$ cat src/scfe_pkg.sv
// ----------------------------------------------------------------------------
// Serial command frame engine package
// Shared constants, codes and enum types of the frame engine.
// ----------------------------------------------------------------------------
package scfe_pkg;

  localparam int unsigned MaxPayloadDef = 32;

  localparam logic [7:0] TimeoutRst = 8'd5;
  localparam logic [7:0] AckRst     = 8'd128;
  localparam logic [7:0] NackRst    = 8'h5A;

  localparam logic [1:0] FUNC_RX    = 2'd0;
  localparam logic [1:0] FUNC_TICK  = 2'd1;
  localparam logic [1:0] FUNC_RHDR  = 2'd2;
  localparam logic [1:0] FUNC_RDATA = 2'd3;

  localparam logic [1:0] KIND_TX  = 2'd0;
  localparam logic [1:0] KIND_CMD = 2'd1;
  localparam logic [1:0] KIND_PAY = 2'd2;

  localparam logic [1:0] REG_TIMEOUT = 2'd0;
  localparam logic [1:0] REG_ACK     = 2'd1;
  localparam logic [1:0] REG_NACK    = 2'd2;

  typedef enum logic [2:0] {
    PH_HDR,
    PH_PAY,
    PH_WAIT,
    PH_HACK,
    PH_PACK
  } phase_e;

  typedef enum logic [2:0] {
    ST_IDLE,
    ST_CMD_HDR,
    ST_CMD_PAY,
    ST_RH_SIZE,
    ST_RH_SUM,
    ST_RSP_PAY,
    ST_RSP_SUM
  } fsm_e;

endpackage

$ cat src/scfe_ram.sv
// ----------------------------------------------------------------------------
// Frame engine RAM
// Simple dual-port RAM with one write port and one registered read port.
// ----------------------------------------------------------------------------
module scfe_ram #(
  parameter int unsigned WIDTH = 8,
  parameter int unsigned DEPTH = 32,
  localparam int unsigned AW = (DEPTH > 1) ? $clog2(DEPTH) : 1
) (
  input  logic             clk_i,
  input  logic             we_i,
  input  logic [AW-1:0]    waddr_i,
  input  logic [WIDTH-1:0] wdata_i,
  input  logic             re_i,
  input  logic [AW-1:0]    raddr_i,
  output logic [WIDTH-1:0] rdata_o
);

  logic [WIDTH-1:0] mem_q [DEPTH];
  logic [WIDTH-1:0] rdata_q;

  always_ff @(posedge clk_i) begin
    if (we_i) begin
      mem_q[waddr_i] <= wdata_i;
    end
    if (re_i) begin
      rdata_q <= mem_q[raddr_i];
    end
  end

  assign rdata_o = rdata_q;

endmodule

$ cat src/serial_command_frame_engine.sv
// ----------------------------------------------------------------------------
// Serial command frame engine
// Checks command frames from the link, hands good commands to the handler and
// sends the handler's response with its checksums.
// ----------------------------------------------------------------------------
// One input transfer is taken at a time. A command handover gives the acknowledge,
// the header, then one payload byte per cycle; a response header gives the
// command, the size and the checksum; a response payload gives the read of the
// first byte, one byte per cycle, then the checksum. The single output register
// gives one result per cycle while the output does not stall, and the command
// and response payload memories have a registered read. The payload memories
// need no clearing pass after reset.
module serial_command_frame_engine
  import scfe_pkg::*;
#(
  parameter int unsigned MAX_PAYLOAD = MaxPayloadDef
) (
  input  logic        clk_i,
  input  logic        rst_ni,

  input  logic        in_valid_i,
  output logic        in_stall_o,
  input  logic [1:0]  func_i,
  input  logic [7:0]  data_i,
  input  logic [7:0]  resp_command_i,
  input  logic [5:0]  resp_size_i,

  output logic        out_valid_o,
  input  logic        out_stall_i,
  output logic [1:0]  kind_o,
  output logic [7:0]  value_o,
  output logic [7:0]  cmd_group_o,
  output logic [7:0]  cmd_code_o,
  output logic [5:0]  cmd_size_o,
  output logic        last_o,

  input  logic        psel,
  input  logic        penable,
  input  logic        pwrite,
  input  logic [3:0]  paddr,
  input  logic [31:0] pwdata,
  output logic [31:0] prdata,
  output logic        pready
);

  localparam int unsigned AW   = (MAX_PAYLOAD > 1) ? $clog2(MAX_PAYLOAD) : 1;
  localparam int unsigned CW   = $clog2(MAX_PAYLOAD + 1);
  localparam int unsigned CNTW = (CW > 2) ? CW : 2;

  logic [7:0] timeout_q, ack_q, nack_q;

  fsm_e            state_q, state_d;
  phase_e          phase_q, phase_d;
  logic [CNTW-1:0] cnt_q, cnt_d;
  logic [7:0]      idle_q, idle_d;
  logic [7:0]      hdr_q [3];
  logic [7:0]      hdr_d [3];
  logic [7:0]      sum_q, sum_d;
  logic [CW-1:0]   rlen_q, rlen_d;
  logic [CW-1:0]   widx_q, widx_d;
  logic [CW-1:0]   didx_q, didx_d;
  logic [7:0]      rcmd_q, rcmd_d;

  logic       out_valid_q, out_valid_d;
  logic [1:0] out_kind_q, out_kind_d;
  logic [7:0] out_value_q, out_value_d;
  logic [7:0] out_group_q, out_group_d;
  logic [7:0] out_code_q, out_code_d;
  logic [5:0] out_size_q, out_size_d;
  logic       out_last_q, out_last_d;
  logic       out_load;

  logic          cmd_we, cmd_re, rsp_we, rsp_re;
  logic [AW-1:0] cmd_waddr, cmd_raddr, rsp_waddr, rsp_raddr;
  logic [7:0]    cmd_rdata, rsp_rdata;

  logic            slot_free, accept, timed;
  phase_e          ph;
  logic [CNTW-1:0] cn;
  logic [CW-1:0]   cmd_len, didx_inc;
  logic [7:0]      hdr_sum;
  logic [5:0]      rsize;

  assign pready = 1'b1;

  always_comb begin
    case (paddr[3:2])
      REG_TIMEOUT: prdata = {24'd0, timeout_q};
      REG_ACK:     prdata = {24'd0, ack_q};
      REG_NACK:    prdata = {24'd0, nack_q};
      default:     prdata = 32'd0;
    endcase
  end

  always_ff @(posedge clk_i or negedge rst_ni) begin
    if (!rst_ni) begin
      timeout_q <= TimeoutRst;
      ack_q     <= AckRst;
      nack_q    <= NackRst;
    end else if (psel && penable && pwrite) begin
      case (paddr[3:2])
        REG_TIMEOUT: timeout_q <= pwdata[7:0];
        REG_ACK:     ack_q     <= pwdata[7:0];
        REG_NACK:    nack_q    <= pwdata[7:0];
        default:     ;
      endcase
    end
  end

  scfe_ram #(.WIDTH(8), .DEPTH(MAX_PAYLOAD)) u_cmd_ram (
    .clk_i   (clk_i),
    .we_i    (cmd_we),
    .waddr_i (cmd_waddr),
    .wdata_i (data_i),
    .re_i    (cmd_re),
    .raddr_i (cmd_raddr),
    .rdata_o (cmd_rdata)
  );

  scfe_ram #(.WIDTH(8), .DEPTH(MAX_PAYLOAD)) u_rsp_ram (
    .clk_i   (clk_i),
    .we_i    (rsp_we),
    .waddr_i (rsp_waddr),
    .wdata_i (data_i),
    .re_i    (rsp_re),
    .raddr_i (rsp_raddr),
    .rdata_o (rsp_rdata)
  );

  assign slot_free  = !out_valid_q || !out_stall_i;
  assign in_stall_o = (state_q != ST_IDLE) || !slot_free;
  assign accept     = in_valid_i && !in_stall_o;
  assign cmd_len    = CW'(hdr_q[2]);
  assign didx_inc   = CW'(didx_q + 1'b1);
  assign hdr_sum    = hdr_q[0] + hdr_q[1] + hdr_q[2];
  assign timed      = idle_q >= timeout_q;
  assign ph         = timed ? PH_HDR : phase_q;
  assign cn         = timed ? '0 : cnt_q;
  assign rsize      = (resp_size_i > 6'(MAX_PAYLOAD)) ? 6'(MAX_PAYLOAD) : resp_size_i;

  always_comb begin
    state_d     = state_q;
    phase_d     = phase_q;
    cnt_d       = cnt_q;
    idle_d      = idle_q;
    hdr_d       = hdr_q;
    sum_d       = sum_q;
    rlen_d      = rlen_q;
    widx_d      = widx_q;
    didx_d      = didx_q;
    rcmd_d      = rcmd_q;
    out_load    = 1'b0;
    out_kind_d  = KIND_TX;
    out_value_d = 8'd0;
    out_group_d = 8'd0;
    out_code_d  = 8'd0;
    out_size_d  = 6'd0;
    out_last_d  = 1'b0;
    cmd_we      = 1'b0;
    cmd_waddr   = cn[AW-1:0];
    cmd_re      = 1'b0;
    cmd_raddr   = '0;
    rsp_we      = 1'b0;
    rsp_waddr   = widx_q[AW-1:0];
    rsp_re      = 1'b0;
    rsp_raddr   = '0;

    case (state_q)
      ST_IDLE: begin
        if (accept) begin
          case (func_i)
            FUNC_RX: begin
              idle_d  = 8'd0;
              phase_d = ph;
              cnt_d   = cn;
              case (ph)
                PH_HDR: begin
                  if (cn < CNTW'(3)) begin
                    hdr_d[cn[1:0]] = data_i;
                    cnt_d          = CNTW'(cn + 1'b1);
                  end else begin
                    cnt_d    = '0;
                    out_load = 1'b1;
                    if (hdr_sum != data_i || hdr_q[2] > 8'(MAX_PAYLOAD)) begin
                      out_value_d = nack_q;
                      out_last_d  = 1'b1;
                    end else if (hdr_q[2] != 8'd0) begin
                      out_value_d = ack_q;
                      out_last_d  = 1'b1;
                      phase_d     = PH_PAY;
                      sum_d       = 8'd0;
                    end else begin
                      out_value_d = ack_q;
                      widx_d      = '0;
                      phase_d     = PH_WAIT;
                      state_d     = ST_CMD_HDR;
                    end
                  end
                end
                PH_PAY: begin
                  if (cn < CNTW'(cmd_len)) begin
                    cmd_we = 1'b1;
                    sum_d  = sum_q + data_i;
                    cnt_d  = CNTW'(cn + 1'b1);
                  end else begin
                    cnt_d    = '0;
                    out_load = 1'b1;
                    if (sum_q == data_i) begin
                      out_value_d = ack_q;
                      widx_d      = '0;
                      phase_d     = PH_WAIT;
                      state_d     = ST_CMD_HDR;
                    end else begin
                      out_value_d = nack_q;
                      out_last_d  = 1'b1;
                      phase_d     = PH_HDR;
                    end
                  end
                end
                PH_WAIT: ;
                PH_HACK: begin
                  if (data_i == ack_q && rlen_q != '0) begin
                    phase_d = PH_PACK;
                    rsp_re  = 1'b1;
                    didx_d  = '0;
                    sum_d   = 8'd0;
                    state_d = ST_RSP_PAY;
                  end else begin
                    cnt_d   = '0;
                    phase_d = PH_HDR;
                  end
                end
                default: begin
                  cnt_d   = '0;
                  phase_d = PH_HDR;
                end
              endcase
            end
            FUNC_TICK: begin
              if (idle_q != 8'hFF) begin
                idle_d = idle_q + 8'd1;
              end
            end
            FUNC_RHDR: begin
              if (phase_q == PH_WAIT) begin
                rlen_d      = CW'(rsize);
                rcmd_d      = resp_command_i;
                out_load    = 1'b1;
                out_value_d = resp_command_i;
                phase_d     = PH_HACK;
                state_d     = ST_RH_SIZE;
              end
            end
            default: begin
              if (widx_q < CW'(MAX_PAYLOAD)) begin
                rsp_we = 1'b1;
                widx_d = CW'(widx_q + 1'b1);
              end
            end
          endcase
        end
      end
      ST_CMD_HDR: begin
        if (slot_free) begin
          out_load    = 1'b1;
          out_kind_d  = KIND_CMD;
          out_group_d = hdr_q[0];
          out_code_d  = hdr_q[1];
          out_size_d  = hdr_q[2][5:0];
          if (cmd_len == '0) begin
            out_last_d = 1'b1;
            state_d    = ST_IDLE;
          end else begin
            cmd_re  = 1'b1;
            didx_d  = '0;
            state_d = ST_CMD_PAY;
          end
        end
      end
      ST_CMD_PAY: begin
        if (slot_free) begin
          out_load    = 1'b1;
          out_kind_d  = KIND_PAY;
          out_value_d = cmd_rdata;
          if (didx_inc == cmd_len) begin
            out_last_d = 1'b1;
            state_d    = ST_IDLE;
          end else begin
            cmd_re    = 1'b1;
            cmd_raddr = didx_inc[AW-1:0];
            didx_d    = didx_inc;
          end
        end
      end
      ST_RH_SIZE: begin
        if (slot_free) begin
          out_load    = 1'b1;
          out_value_d = 8'(rlen_q);
          state_d     = ST_RH_SUM;
        end
      end
      ST_RH_SUM: begin
        if (slot_free) begin
          out_load    = 1'b1;
          out_value_d = rcmd_q + 8'(rlen_q);
          out_last_d  = 1'b1;
          state_d     = ST_IDLE;
        end
      end
      ST_RSP_PAY: begin
        if (slot_free) begin
          out_load    = 1'b1;
          out_value_d = rsp_rdata;
          sum_d       = sum_q + rsp_rdata;
          if (didx_inc == rlen_q) begin
            state_d = ST_RSP_SUM;
          end else begin
            rsp_re    = 1'b1;
            rsp_raddr = didx_inc[AW-1:0];
            didx_d    = didx_inc;
          end
        end
      end
      ST_RSP_SUM: begin
        if (slot_free) begin
          out_load    = 1'b1;
          out_value_d = sum_q;
          out_last_d  = 1'b1;
          state_d     = ST_IDLE;
        end
      end
      default: state_d = ST_IDLE;
    endcase
  end

  assign out_valid_d = out_load || (out_valid_q && out_stall_i);

  always_ff @(posedge clk_i or negedge rst_ni) begin
    if (!rst_ni) begin
      state_q     <= ST_IDLE;
      phase_q     <= PH_HDR;
      cnt_q       <= '0;
      idle_q      <= 8'd0;
      rlen_q      <= '0;
      widx_q      <= '0;
      out_valid_q <= 1'b0;
    end else begin
      state_q     <= state_d;
      phase_q     <= phase_d;
      cnt_q       <= cnt_d;
      idle_q      <= idle_d;
      rlen_q      <= rlen_d;
      widx_q      <= widx_d;
      out_valid_q <= out_valid_d;
    end
  end

  always_ff @(posedge clk_i) begin
    hdr_q  <= hdr_d;
    sum_q  <= sum_d;
    didx_q <= didx_d;
    rcmd_q <= rcmd_d;
    if (out_load) begin
      out_kind_q  <= out_kind_d;
      out_value_q <= out_value_d;
      out_group_q <= out_group_d;
      out_code_q  <= out_code_d;
      out_size_q  <= out_size_d;
      out_last_q  <= out_last_d;
    end
  end

  assign out_valid_o = out_valid_q;
  assign kind_o      = out_kind_q;
  assign value_o     = out_value_q;
  assign cmd_group_o = out_group_q;
  assign cmd_code_o  = out_code_q;
  assign cmd_size_o  = out_size_q;
  assign last_o      = out_last_q;

`ifndef ASSERT_OFF
  a_more_results_follow : assert property (@(posedge clk_i) disable iff (!rst_ni)
    (out_load && !out_last_d) |=> (state_q != ST_IDLE))
    else $error("result without last flag left the engine idle");

  a_pay_count_bound : assert property (@(posedge clk_i) disable iff (!rst_ni)
    (phase_q == PH_PAY) |-> (8'(cnt_q) <= hdr_q[2]))
    else $error("payload count beyond header size");

  a_rsp_index_bound : assert property (@(posedge clk_i) disable iff (!rst_ni)
    widx_q <= CW'(MAX_PAYLOAD))
    else $error("response write index beyond maximum payload");

  a_dump_index_bound : assert property (@(posedge clk_i) disable iff (!rst_ni)
    (state_q == ST_CMD_PAY) |-> (didx_q < cmd_len))
    else $error("command dump index beyond command size");

  a_rhdr_taken : assert property (@(posedge clk_i) disable iff (!rst_ni)
    (accept && func_i == FUNC_RHDR && phase_q == PH_WAIT)
      |=> (state_q == ST_RH_SIZE && phase_q == PH_HACK))
    else $error("response header not taken while waiting for the handler");
`endif

endmodule

$ cat config.mk
export PLATFORM = sky130hd
export DESIGN_NAME = serial_command_frame_engine
export DESIGN_NICKNAME = d
export VERILOG_FILES = /design/src/scfe_pkg.sv /design/src/scfe_ram.sv /design/src/serial_command_frame_engine.sv
export SDC_FILE = /design/constraint.sdc
export NUM_CORES = 1
export LEC_CHECK = 0
export BUFFER_PORTS_ARGS = -buffer_cell sky130_fd_sc_hd__buf_2
export CORE_ASPECT_RATIO = 0.7
export CORE_MARGIN = 4
export CORE_UTILIZATION = 40
export DETAILED_ROUTE_END_ITERATION = 6
export PLACE_DENSITY = 0.6
export SLEW_MARGIN = 20
export SYNTH_ARGS = -nofsm -noshare
export SYNTH_HDL_FRONTEND = slang
export SYNTH_SLANG_ARGS = --single-unit
$ cat constraint.sdc
create_clock -name clk_i -period 8.1 [get_ports clk_i]
set_input_delay 1.215 -clock clk_i [delete_from_list [all_inputs] [get_ports clk_i]]
set_output_delay 1.215 -clock clk_i [all_outputs]
set_load 0.01 [all_outputs]
==> flow_summary.toml, run 1 <==
[setup_path]
crit_path_end_kind = "register"
required_ps = 8360
critPathBufInv = 1
r2r_start = "timeout_q[0]$_DFFE_PN1P_"
cp_max_fo = 22
cp_top_family = "simple AND/OR/NAND/NOR gates"
slowest_delay_ps = 790
arrival_ps = 6220
cp_cell_sequence = "ha_1 -> nand2b_1 -> a21o_1 -> a211oi_1 -> o21a_1 -> nand2_1 -> inv_1 -> ha_1 -> a21o_1 -> a221oi_1 -> nor2b_1 -> and2_1 -> nand2_1 -> nor2_1"
crit_start = "timeout_q[0]$_DFFE_PN1P_"
crit_slowest_cell = "o21a_1"
crit_type = "reg2reg"
start_kind = "register"

[synthesis]
yosysUniqueCellTypes = 86
synthesis.area_um2 = 29840
synth_xor_area_frac = 0.02013
ys_seq_area_frac = 0.6589
avgSynthCellArea_um2 = 13.96
synth_warnings = 0
synthArstFlopShare = 0.08584
yosys-top-cells-area = "edfxtp_1 61%, dfrtp_1 4.2%, mux2i_1 3.9%"
muxShareOfSynthArea = 0.07627
yosys_register_bits = 664
synthAdderAreaFrac = 0.03031
synth_edf_count = 607
synthFlopType = "edfxtp_1"
synth_top_family_by_area = "compound AO/OA/AOI/OAI gates"
synth_common_cells = "607 x edfxtp_1, 186 x nor2_1, 140 x nand2_1"
postSynthCellCount = 2137
synth_top_area_frac = 0.6108
synth_compound_area_frac = 0.1040
synth_largest_area_cell = "edfxtp_1"
yosysMostFrequentCell = "edfxtp_1"
yosys.area_share.simple = 0.08159

[sta]
rsz0062_at_grt = "no"
finalHoldViolations = 0
finalCriticalPeriod_ps = 5959
fmax_mhz = 167.8
slew_viol_final = 0
setup_tns_ps = 0
fin_worst_skew_ps = 30.26
relSlewSlack = 0.2389
setup_viol = 0
period_share = 0.7357
tightest_slew_ps = 1137

[layout]
multiInputGateArea_um2 = 9469
drive_gt1_frac = 0.1414
fin_nets = 2346
seqCellArea_um2 = 19660
diodes = 0
top_regs = "u_cmd_ram.mem_q (256), u_rsp_ram.mem_q (256), hdr_q (18)"
n_fill_cell = 6502
syn_to_final_growth_pct = 11.55

[routing]
drt_first_iter_violations = 2478
drc = 8
avgViaCountPerCell = 5.758
via_count = 18656
first_pass_iters = 7
ant_nets = 0
drt-total-wl_um = 78380
wl_per_cell_um = 24.19

[clock_tree]
cts_root_buf = "clkbuf_16"
clk_pin_slew_worst_paths_ps = 70
cts_resized = 0
cts_hold_buf = 0
worstSkewPairLatency_ps = 650
cts_tree = "yes"
h-tree-depth = 2
cts_buffers = 61
cts_setup_buffers = 0
clk_path_buf_depth = 3
cts_sinks = 664

[place]
io_buffer_count = 83
routabilityCongestion = 0.8947
hpwl_um = 52630

[hold_path]
hp-class = "reg2reg"
min_from = "timeout_q[2]$_DFFE_PN1P_"

[job]
cap_violations = 0

[floorplanning]
num_rows = 83
coreArea_um2 = 73630
die_x_um = 334.5
dieArea_um2 = 79110
die_height_um = 236.5
floorplan.initialDensity = 0.4053
ios = 135

[grt]
antenna_found_initial = 2
grt_pass1_wl_um = 116000
grt_max_degree = 132
grt_pass1_vias = 18058
grt_usage = 0.1943
grt_overflow = 0

[power_and_ir_drop]
pwr_density_cell_nw_per_um2 = 279.8
ir_drop_v = 0.0002114
p_leak_nw = 11.76
power.total_mw = 9.315

[run_status]
violations = "design-rule violations"
status = "finished, violations left"
-- worst min-delay path: stages (launching register included) --
cell     delay, ps
dfstp_2        370
inv_1           80
o21ai_0        100
-- placed cells by master (no fill, tap or decap), types with 13 or more instances in the layout --
cell type,instances
a21o_1,18
a21oi_1,82
a221o_1,13
a221oi_1,23
a22o_1,16
a22oi_1,19
and2_1,25
buf_2,83
buf_4,39
clkbuf_16,63
clkinv_2,13
conb_1,25
dfrtp_1,50
edfxtp_1,607
ha_1,52
inv_1,51
mux2_2,37
mux2i_1,116
mux4_2,31
nand2_1,140
nand2b_1,15
nand3_1,39
nand3b_1,13
nand4_1,13
nor2_1,186
nor3_1,30
o211ai_1,13
o21a_1,16
o21ai_0,98
o22ai_1,28
xnor2_1,38
xor2_1,26
-- layer usage --
layer	routed length [µm]	global-route usage	vias up
met5	0	0	-
met4	1177	0.04062	0
met3	7724	0.04901	86
met2	33440	0.2780	824
met1	36030	0.2990	9416
li1	-	-	8330
-- cells by family (layout without fill, tap and decap cells) --
group           Yosys count  after routing
simple gates            525            525
compound gates          447            447
buf+inv                 182            285
mux                     184            184
flops                   664            664
fa+ha+maj                66             66
other cells               2             25
xor+xnor                 67             67
-- per-stage QoR --
step | hold WS, ps | setup WS [ps] | std cells | util | cell area [µm²]
finish | 553.7 | 2141 | 3240 | 0.4521 | 33290
global route | 568.3 | 1810 | 3240 | 0.4521 | 33290
CTS | 547.8 | 1941 | 3240 | 0.4520 | 33280
detailed placement | 532.5 | 1964 | 3129 | 0.4246 | 31260
global placement | 512.9 | 2135 | 3129 | 0.4244 | 31250
floorplan | 488.7 | 3511 | 2160 | - | 29930
-- layout make-up --
type | count | area share
multi-input combinational | 1314 | 0.2845
tap | 977 | 0.03672
timing repair buffer | 123 | 0.02188
clock inverter | 37 | 0.01188
clock buffer | 74 | 0.04860
sequential | 664 | 0.5907
inverter | 51 | 0.005751
-- power breakdown --
group          internal, mW  leakage, nW  total [mW]  switching, mW
Combinational         0.740         4.59        2.17           1.43
Sequential             4.01         6.19        4.19          0.186
Clock                  1.67        0.982        2.95           1.28
-- final timing paths --
| check | to | slack [ps] | cells past startpoint |
|---|---|---|---|
| setup / recovery | u_cmd_ram.mem_q[18][3]$_DFFE_PP_ | 2140 | 14 |
| hold / removal | timeout_q[2]$_DFFE_PN1P_ | 550 | 2 |
| setup reg to reg | u_cmd_ram.mem_q[18][3]$_DFFE_PP_ | 2140 | 14 |
| hold reg to reg | timeout_q[2]$_DFFE_PN1P_ | 550 | 2 |
| max in group asynchronous | widx_q[3]$_DFFE_PN0P_ | 6860 | 2 |
| min in group asynchronous | nack_q[5]$_DFFE_PN0P_ | 710 | 2 |
No activity file was read; power rests on OpenSTA's default activity.
==> inputs of run 2 (changes only) <==
- PLACE_DENSITY: 0.6 -> 0.62
- clock period: 8.1 -> 5.1 ns (I/O delays scaled with it)
==> run 2 against run 1 <==
Effect of this change:
- non-clock buffer count rose by 59
- the run now ends clean
- first-iteration DRC count fell by 9.9%
- critical endpoint is now u_cmd_ram.mem_q[31][0]$_DFFE_PP_
- cell count rose by 1.8%
- clock skew fell by 13 ps
- combinational power rose by 63%
==> flow_summary.toml, run 2 (synthesis gave the netlist of run 1 again) <==
[hold_path]
hp-class = "in2async"

[layout]
mostFrequentLayoutCells = "607 x edfxtp_1, 186 x nor2_1, 140 x nand2_1"
drive_gt1_frac = 0.1611
top_regs = "u_cmd_ram.mem_q (256), u_rsp_ram.mem_q (256), hdr_q (18)"
syn_to_final_growth_pct = 12.87
multiInputGateArea_um2 = 9454
final_common_cell = "edfxtp_1"
fin_nets = 2404
finish.utilization = 0.4574
diodes = 0
n_fill_cell = 6479
seqCellArea_um2 = 19660

[setup_path]
start_kind = "register"
required_ps = 5430
crit_path_end_kind = "register"
r2r_start = "timeout_q[0]$_DFFE_PN1P_"
crit_type = "reg2reg"
cp_max_fo = 8
reg2regPathDepth = 17
r2r-end = "u_cmd_ram.mem_q[31][0]$_DFFE_PP_"
ff2ff_setup_slack_ps = 580
arrival_ps = 4850

[sta]
fmax_mhz = 221.3
setup_tns_ps = 0
rsz0062_at_grt = "no"
setup_viol = 0
slew_viol_final = 0
fin_worst_skew_ps = 17.34
finalCriticalPeriod_ps = 4518
relSlewSlack = 0.2621
finalHoldViolations = 0
worst_slack_ps = 582.1
whs_ps = 285.1
tightest_slew_ps = 1100
period_share = 0.8859

[grt]
antenna_found_initial = 2
grt_pass1_wl_um = 117400
grt_usage = 0.1966
grt_max_degree = 116
grt_overflow = 0
grt_pass1_vias = 18483

[power_and_ir_drop]
pwr_density_cell_nw_per_um2 = 438.5
power.total_mw = 14.77
ir_drop_v = 0.0003151
p_leak_nw = 12.05

[clock_tree]
clk_pin_slew_worst_paths_ps = 70
cts_setup_buffers = 0
cts_buffers = 60
h-tree-depth = 2
cts_resized = 0
worstSkewPairLatency_ps = 640
cts_tree = "yes"
cts_sinks = 664
cts_root_buf = "clkbuf_16"
clk_path_buf_depth = 3
cts_hold_buf = 0

[routing]
wl_per_cell_um = 24.08
avgViaCountPerCell = 5.723
drt_first_iter_violations = 2233
ant_nets = 0
via_count = 18873
drc = 0
drt-total-wl_um = 79410
first_pass_iters = 6

[run_status]
status = "finished, final reports clean"

[floorplanning]
dieArea_um2 = 79110
ios = 135
num_rows = 83
floorplan.initialDensity = 0.4053
die_x_um = 334.5
coreArea_um2 = 73630
die_height_um = 236.5

[place]
routabilityCongestion = 0.9259
hpwl_um = 54490
place_ws_ps = 634.0
io_buffer_count = 83

[job]
cap_violations = 0
## run 2: changes by cell type in the layout (fill, tap and decap cells not counted), sizes merged
cell / previous run / this run
clkbuf: 74 / 70
clkinvlp: 4 / 3
buf: 123 / 182
clkinv: 22 / 26
## run 2: per-layer routing
layer  GRT usage  up-vias  routed length (µm)  share of wire
li1            -     8449                   -              -
met1      0.2993     9450               35670           0.45
met2      0.2784      855               33330           0.42
met3     0.05711      119                8856           0.11
met4     0.04272        0                1562          0.020
met5           0        -                   0              0
## run 2: worst max path at each step
stage               cells after the start  slack, ps                startpoint                                to
floorplan                              17        510  timeout_q[0]$_DFFE_PN1P_  u_cmd_ram.mem_q[31][0]$_DFFE_PP_
global placement                       17        630  timeout_q[0]$_DFFE_PN1P_  u_cmd_ram.mem_q[30][7]$_DFFE_PP_
detailed placement                     17        630  timeout_q[0]$_DFFE_PN1P_  u_cmd_ram.mem_q[29][0]$_DFFE_PP_
CTS                                    17        590  timeout_q[0]$_DFFE_PN1P_  u_cmd_ram.mem_q[31][6]$_DFFE_PP_
global route                           19        270  timeout_q[5]$_DFFE_PN0P_  u_cmd_ram.mem_q[31][7]$_DFFE_PP_
finish                                 17        580  timeout_q[0]$_DFFE_PN1P_  u_cmd_ram.mem_q[31][0]$_DFFE_PP_
## run 2: critical path, cell delays in order, from the launching register on
cell and delay (ps):
dfstp_2 560, ha_1 230, nand2b_1 140, a21o_1 180, a211oi_1 230, buf_4 180
o21a_1 250, nand2_1 150, inv_1 110, ha_1 240, a21o_1 180, a21o_1 180
a221oi_1 330, nor2b_1 200, and2_1 210, nand2_1 360, nor3_1 250, buf_4 220
## run 2: stage by stage
stage / cells / instance area (µm²)
after floorplan: 2160 / 29930
after global placement: 3188 / 31710
after detailed placement: 3188 / 31710
after CTS: 3298 / 33680
after global routing: 3298 / 33680
final: 3298 / 33680
## run 2: area by class of cell
class	count	area share
Clock buffer	70	0.04569
Clock inverter	40	0.01270
Timing Repair Buffer	182	0.03514
Sequential cell	664	0.5838
Tap cell	977	0.03629
Multi-Input combinational cell	1314	0.2807
Inverter	51	0.005684
## run 2: report_power, final
part           total (mW)  leakage, nW  internal, mW  switching (mW)
registers            6.63         6.19          6.36           0.272
clock network        4.60        0.958          2.57            2.03
logic                3.53         4.89          1.22            2.31
total                14.8         12.0          10.2            4.61
